File: src/design/kbc_pkg.sv
// ----------------------------------------------------------------------------
// kbc_pkg: shared types and constants of the keyboard text console
// Beat payloads, operation and scancode codes, cursor commands and the
// colour attribute table.
// ----------------------------------------------------------------------------
`timescale 1ns / 1ps
`default_nettype none

package kbc_pkg;

  localparam int TEXT_COLUMNS_DEF = 80;
  localparam int TEXT_ROWS_DEF    = 25;

  localparam int OP_W     = 2;
  localparam int SC_W     = 8;
  localparam int CELL_W   = 11;
  localparam int KIDX_W   = 7;
  localparam int CHAR_W   = 8;
  localparam int POS_W    = 11;
  localparam int COLOUR_W = 3;
  localparam int KEYMAP_DEPTH = 128;

  localparam logic [OP_W-1:0] OP_KEY  = 2'd0;
  localparam logic [OP_W-1:0] OP_READ = 2'd1;
  localparam logic [OP_W-1:0] OP_LOAD = 2'd2;

  localparam logic [SC_W-1:0] SC_BACKSPACE = 8'h0E;
  localparam logic [SC_W-1:0] SC_TAB       = 8'h0F;
  localparam logic [SC_W-1:0] SC_ENTER     = 8'h1C;
  localparam logic [SC_W-1:0] SC_UP        = 8'h48;
  localparam logic [SC_W-1:0] SC_LEFT      = 8'h4B;
  localparam logic [SC_W-1:0] SC_RIGHT     = 8'h4D;
  localparam logic [SC_W-1:0] SC_DOWN      = 8'h50;

  localparam logic [CHAR_W-1:0] BLANK_CHAR = 8'h20;
  localparam logic [CHAR_W-1:0] BLANK_ATTR = 8'h07;

  typedef struct packed {
    logic [OP_W-1:0]   operation;
    logic              data_ready;
    logic [SC_W-1:0]   scancode;
    logic [CELL_W-1:0] cell_index;
    logic [KIDX_W-1:0] keymap_index;
    logic [CHAR_W-1:0] keymap_value;
  } in_t;

  typedef struct packed {
    logic [POS_W-1:0]    cursor_position;
    logic [COLOUR_W-1:0] colour_now;
    logic [CHAR_W-1:0]   read_char;
    logic [CHAR_W-1:0]   read_attr;
    logic                did_scroll;
  } out_t;

  typedef enum logic [2:0] {
    CUR_HOLD,
    CUR_UP,
    CUR_DOWN,
    CUR_LEFT,
    CUR_ADV,
    CUR_NEWLINE,
    CUR_HOME_LAST
  } cur_cmd_e;

  typedef struct packed {
    logic at_origin;
    logic past_end;
  } cur_stat_t;

  function automatic logic [CHAR_W-1:0] attr_of(input logic [COLOUR_W-1:0] colour);
    logic [CHAR_W-1:0] attr;
    unique case (colour)
      3'd0:    attr = 8'h07;
      3'd1:    attr = 8'h04;
      3'd2:    attr = 8'h02;
      3'd3:    attr = 8'h01;
      3'd4:    attr = 8'h0F;
      3'd5:    attr = 8'h0C;
      3'd6:    attr = 8'h0A;
      default: attr = 8'h09;
    endcase
    return attr;
  endfunction

endpackage

`default_nettype wire

File: src/design/kbc_cursor.sv
// ----------------------------------------------------------------------------
// kbc_cursor: cursor tracker
// Holds row, column and row base address; applies one move per cycle and
// reports the linear cursor cell and its boundary status.
// ----------------------------------------------------------------------------
`timescale 1ns / 1ps
`default_nettype none

module kbc_cursor #(
  parameter int TEXT_COLUMNS = kbc_pkg::TEXT_COLUMNS_DEF,
  parameter int TEXT_ROWS    = kbc_pkg::TEXT_ROWS_DEF
) (
  input  wire logic                                         clk_i,
  input  wire logic                                         rst_ni,
  input  wire kbc_pkg::cur_cmd_e                            cmd_i,
  output logic [$clog2(TEXT_COLUMNS*TEXT_ROWS+1)-1:0]       cursor_o,
  output kbc_pkg::cur_stat_t                                stat_o
);

  import kbc_pkg::*;

  localparam int CW    = $clog2(TEXT_COLUMNS);
  localparam int RW    = $clog2(TEXT_ROWS + 1);
  localparam int CELLS = TEXT_COLUMNS * TEXT_ROWS;
  localparam int AW    = $clog2(CELLS + 1);

  localparam logic [CW-1:0] COL_LAST  = CW'(TEXT_COLUMNS - 1);
  localparam logic [RW-1:0] ROW_LAST  = RW'(TEXT_ROWS - 1);
  localparam logic [RW-1:0] ROW_END   = RW'(TEXT_ROWS);
  localparam logic [AW-1:0] COLS_A    = AW'(TEXT_COLUMNS);
  localparam logic [AW-1:0] LAST_BASE = AW'((TEXT_ROWS - 1) * TEXT_COLUMNS);

  logic [CW-1:0] col_q, col_d;
  logic [RW-1:0] row_q, row_d;
  logic [AW-1:0] base_q, base_d;
  logic [AW-1:0] base_up, base_dn;

  assign base_up = base_q - COLS_A;
  assign base_dn = base_q + COLS_A;

  always_comb begin
    col_d  = col_q;
    row_d  = row_q;
    base_d = base_q;
    unique case (cmd_i)
      CUR_UP: begin
        if (row_q != '0) begin
          row_d  = row_q - RW'(1);
          base_d = base_up;
        end
      end
      CUR_DOWN: begin
        if (row_q < ROW_LAST) begin
          row_d  = row_q + RW'(1);
          base_d = base_dn;
        end
      end
      CUR_LEFT: begin
        if (col_q != '0) begin
          col_d = col_q - CW'(1);
        end else if (row_q != '0) begin
          col_d  = COL_LAST;
          row_d  = row_q - RW'(1);
          base_d = base_up;
        end
      end
      CUR_ADV: begin
        if (col_q == COL_LAST) begin
          col_d  = '0;
          row_d  = row_q + RW'(1);
          base_d = base_dn;
        end else begin
          col_d = col_q + CW'(1);
        end
      end
      CUR_NEWLINE: begin
        col_d  = '0;
        row_d  = row_q + RW'(1);
        base_d = base_dn;
      end
      CUR_HOME_LAST: begin
        col_d  = '0;
        row_d  = ROW_LAST;
        base_d = LAST_BASE;
      end
      default: begin
      end
    endcase
  end

  always_ff @(posedge clk_i or negedge rst_ni) begin
    if (!rst_ni) begin
      col_q  <= '0;
      row_q  <= '0;
      base_q <= '0;
    end else begin
      col_q  <= col_d;
      row_q  <= row_d;
      base_q <= base_d;
    end
  end

  assign cursor_o         = base_q + AW'(col_q);
  assign stat_o.at_origin = (base_q == '0) && (col_q == '0);
  assign stat_o.past_end  = (row_q == ROW_END);

endmodule

`default_nettype wire

File: config.mk
export PLATFORM = sky130hd
export DESIGN_NAME = kbc_cursor
export DESIGN_NICKNAME = d
export VERILOG_FILES = /design/src/design/kbc_pkg.sv /design/src/design/kbc_cursor.sv
export SDC_FILE = /design/constraint.sdc
export NUM_CORES = 1
export LEC_CHECK = 0
export ABC_AREA = 1
export BUFFER_PORTS_ARGS = -buffer_cell sky130_fd_sc_hd__buf_2
export CORE_ASPECT_RATIO = 0.6
export CORE_MARGIN = 2
export CORE_UTILIZATION = 35
export CTS_CLUSTER_SIZE = 8
export DETAILED_ROUTE_END_ITERATION = 8
export GPL_TIMING_DRIVEN = 0
export MAX_ROUTING_LAYER = met4
export SLEW_MARGIN = 15
export SYNTH_ARGS = -nofsm -noshare
export SYNTH_HDL_FRONTEND = slang
export SYNTH_SLANG_ARGS = --single-unit
File: constraint.sdc
create_clock -name clk_i -period 2 [get_ports clk_i]
set_input_delay 0.5 -clock clk_i [delete_from_list [all_inputs] [get_ports clk_i]]
set_output_delay 0.5 -clock clk_i [all_outputs]
set_load 0.05 [all_outputs]
After elaboration in Yosys (flattened, before gate mapping):

Cells that the tools add are included.

* bits in registers: 23
* input bits: 5
* output and inout port bits: 13
* word-level logic and storage cells: 47

* add/sub/neg operators: 7
* magnitude comparators: 1
* equality and inequality tests: 12
* mux-type cells: 14
* reductions and logical operators: 10

Operators by type and width (count)
* $pmux W11 S6: 1
* $mux W11: 4
* $pmux W5 S6: 1
* $mux W7: 3
* $pmux W7 S3: 1
* $mux W5: 4
* $add A11 B7 Y11: 1
* $add A11 B7 Y11 const B: 1
* $logic_not A11 Y1: 1
* $sub A11 B7 Y11 const B: 1
* $eq A3 B3 Y1 const B: 3
* $add A7 B1 Y7 const B: 1
* $eq A7 B7 Y1 const B: 1
* $logic_not A7 Y1: 1
* $reduce_bool A7 Y1: 1
* $sub A7 B1 Y7 const B: 1
* $eq A3 B2 Y1 const B: 2
* $ne A2 B2 Y1 const B: 3
* $reduce_bool A6 Y1: 1
* $add A5 B1 Y5 const B: 1
* $eq A5 B5 Y1 const B: 1
* $lt A5 B5 Y1 const B: 1
* $reduce_bool A5 Y1: 1
* $sub A5 B1 Y5 const B: 1
* other kinds (7): 7

Logic depth before layout (Yosys ltp):

* depth in word-level cells: 4
* mapped depth: 17
* mapped depth without buffers: 17

Least setup slack after synthesis:

OpenSTA, ideal clock, no wires.

* kind: reg-to-output
* start point: register col_q[5]
* end point: output port cursor_o[9]
* data arrival time: 2.254 ns
* data required time: 1.500 ns
* setup slack: -0.754 ns
* stages on the path, launching flop included: 7
* path buffers: 0
* cell sequence: dfrtp_1 -> ha_1 -> a21oi_1 -> inv_1 -> a21oi_1 -> nor2_1 -> o21ai_0

* longest elaborated chain between the ends: 1

RTL lines
* start: declaration: line kbc_cursor.sv:33 `logic [CW-1:0] col_q, col_d;`
* start signal: assignment: line kbc_cursor.sv:97 `col_q <= col_d;`
* $add A11 B7 Y11: line kbc_cursor.sv:103 `assign cursor_o = base_q + AW'(col_q);`
* end: declaration: line kbc_cursor.sv:16 `output logic [$clog2(TEXT_COLUMNS*TEXT_ROWS+1)-1:0] cursor_o,`

No other way between the ends.

Worst setup path after layout:

* start point: register col_q[5]
* end point: output port cursor_o[7]

Same word-level chain as after synthesis.

==> summary.md <==
| Metric | Value |
|---|---|
| Fmax | 0.4373 GHz |
| Flops & latches, synth | 19 |
| Post-DRT Antenna Nets | 0 |
| Fin Hold WS | 0.1802 ns |
| Critical path, cell by cell | ha_4 -> a21oi_4 -> inv_2 -> a21oi_4 -> buf_12 -> xor2_4 -> buf_6 |
| Storage element area | 479.2 sq um |
| DRC Markers | 0 |
| Int Power | 2.083 mW |
| Slew Limit Headroom | 0.5255 |
| CP Buf/Inv Count | 3 |
| CP Data Required Time | 1.50 ns |
| Clk_skew | 0.004478 ns |
| Area Growth Syn to Fin | 43.56% |
| Worst hold path class | in2async |
| Max Cap Viol | 0 |
| Clock sinks | 19 |
| Starting Density | 0.3653 |
| PD cells | 1730 nW/um^2 |
| Root Driver | clkbuf_8 |
| Die H | 60.40 um |
| Gate count of the mapped netlist | 271 |
| Iter 0 DRT Violations | 109 |
| Core Util, Final | 0.5244 |
| Outcome | complete, but fails checks |
| P_sw | 2.525 mW |
| Startpoint types | flop |
| Slew @ Worst Pin | 0.7063 ns |
| Chip width | 98 um |
| Logic pwr share | 0.769 |
| Placed insts | 354 |
| CP arrival | 1.79 ns |
| CTS Buf Count | 3 |
| R2r setup slk | 0.08 ns |
| Max layer used | met4 |
| Primary FF master, synth | dfrtp_1 |
| Seq/Total Area, Yosys | 0.2562 |
| Fin nets | 334 |
| Place WS | -0.2578 ns |
| Min cycle time layout | 2.287 ns |
| Reg power frac | 0.170 |
| GRT Total Usage | 0.1872 |
| Die area | 5919 sq um |
| Setup violators final | 6 |
| Slowest CP cell | dfrtp_1 |
| Setup ws final | -0.2868 ns |
| Final Hold Fails | 0 |
| Fin crit share | 1.143 |
| Total number of vias | 1,934 |
| Failing checks | setup timing |
| Critical Setup Path Class | reg2out |
| Most used cell, CP | a21oi_4 |
| First-pass GRT wire length | 8.542 mm |
| Synthesized cell area | 1856 sq um |
| Critical Path Fanout Max | 2 |
| IO Pins | 18 |
| Static leakage | 1.298 nW |
| RSZ-0062 raised after global routing | true |
| R2R Path Start | col_q[5] |
| CTS tree | yes |
| Met3 WL | 313 um |
| IO Port Bufs | 17 |
| Pre-Repair DR Iteration Count | 4 |
| Fin cells | 384 |
| Commonest cells after routing, fill and taps aside | 58 x nand2_1, 36 x inv_1, 23 x buf_4, 21 x nand3_1, 19 x nor2_1 |
| Antenna diode count | 0 |
| Crit. End Element | output pin |
| Hold_buf cts | 0 |
| Clock power frac | 0.060 |
| Reg2Reg Capture Point | base_q[6] |
| Cell Rows | 20 |
| DR WL/cell | 13.71 um |
| Slew Limit Fails | 0 |
| Mean post-synth cell area | 6.847 sq um |
| Crit path from | col_q[5] |
| Max incr delay on CP | 0.42 ns |
| Total gr overflow | 0 |
| Share of cells above drive strength 1 | 0.3585 |
| Area of the multi-input gates | 1491 sq um |
| Maximum VDD drop | 0.6880 mV |
| Commonest non-fill, non-tap cell in the layout | nand2_1 |
| Clk slew on worst S/H paths | 0.08 ns |
| M1 WL | 2.800 mm |
| Gpl congestion | 0.8495 |
| Hpwl dp | 3.680 mm |
| Asr flop ratio synth | 1.000 |
| Skew-Pair Late Insertion Delay | 0.26 ns |
| Initial antenna violation count | 0 |
| Ys Warns | 0 |
| Post-synth EDFFs | 0 |
| Largest net degree at the start of global routing | 20 |
| FF-to-FF path depth | 11 |
| Cell family with most CP delay | flip-flops |
| Fill count | 499 |
| Vias per std cell | 5.036 |
| Switch share | 0.5480 |
| CTS H-tree lvls | 1 |
| Post-synthesis cell type count | 34 |
| Metal2 WL | 2.112 mm |
| CTS max path bufs | 2 |
| Core area | 5080 sq um |
| Post-Route WL | 5.265 mm |
| Mapped Nets | 286 |
| Vias in the first global route | 1,742 |
-- routing by layer --
layer	global-route usage	vias to the layer above
met3	0.03687	6
met1	0.2796	906
met2	0.2691	52
met4	0.02183	0
li1	-	970
met5	-	-
-- cells by family after synthesis --
family	after synthesis	share of synthesized area
flops	19	0.2562
buf+inv	50	0.1139
compound gates	35	0.1065
xor+xnor	15	0.07485
other cells	1	0.002021
fa+ha+maj	10	0.06743
simple gates	141	0.3790
-- Yosys cell counts (all sizes together), types with 3 or more instances --
cell type,instances,area share
nor2,27,0.071
ha,10,0.067
inv,44,0.089
nand3,30,0.086
dfrtp,19,0.26
a21oi,6,0.016
nand4,8,0.038
o211ai,3,0.012
o21ai,18,0.051
a31oi,5,0.017
xor2,11,0.052
xnor2,4,0.023
nor3,5,0.013
buf,5,0.023
nand2,70,0.17
-- power groups by stage --
stage,sequential (mW),combinational (mW),clock [mW]
after floorplan,0.740,2.33,0
after global placement,0.806,2.73,0
after detailed placement,0.809,2.76,0
after CTS,0.780,3.30,0.286
after global routing,0.811,3.85,0.305
final,0.786,3.55,0.277
-- state kept, by name (all words and copies together) (netlist names) --
register  count
col_q         7
row_q         5
base_q        7
-- final cells by class --
class | instances | share of cell area
Multi-Input combinational cell | 203 | 0.5599
Sequential cell | 19 | 0.1799
Timing Repair Buffer | 42 | 0.1254
Inverter | 44 | 0.06388
Tap cell | 66 | 0.03100
Buffer | 6 | 0.02302
Clock buffer | 4 | 0.01691
-- through the flow --
| stage | setup TNS, ns | area, sq um | power (mW) |
|---|---|---|---|
| floorplan | -0.2083 | 1988 | 3.071 |
| global placement | -3.300 | 2156 | 3.538 |
| detailed placement | -3.544 | 2156 | 3.572 |
| CTS | -1.493 | 2434 | 4.364 |
| global route | -1.915 | 2664 | 4.967 |
| finish | -1.326 | 2664 | 4.609 |
-- worst max path at each step --
stage	depth (start not counted)	to	slack, ns
after CTS	7	cursor_o[7]	-0.32
after global routing	7	cursor_o[7]	-0.37
final	7	cursor_o[7]	-0.29
after floorplan	6	cursor_o[10]	-0.08
after detailed placement	17	base_q[8]	-0.26
after global placement	7	cursor_o[10]	-0.24
-- timing repair --
| action | in CTS | in global routing |
|---|---|---|
| pin swaps | 9 | 12 |
| buffers inserted | 12 | 13 |
| setup endpoints to repair | 25 | 25 |
| resized for setup | 31 | 34 |
| cloned | 1 | 1 |
Note: power is estimated with default switching activity, not from simulation.
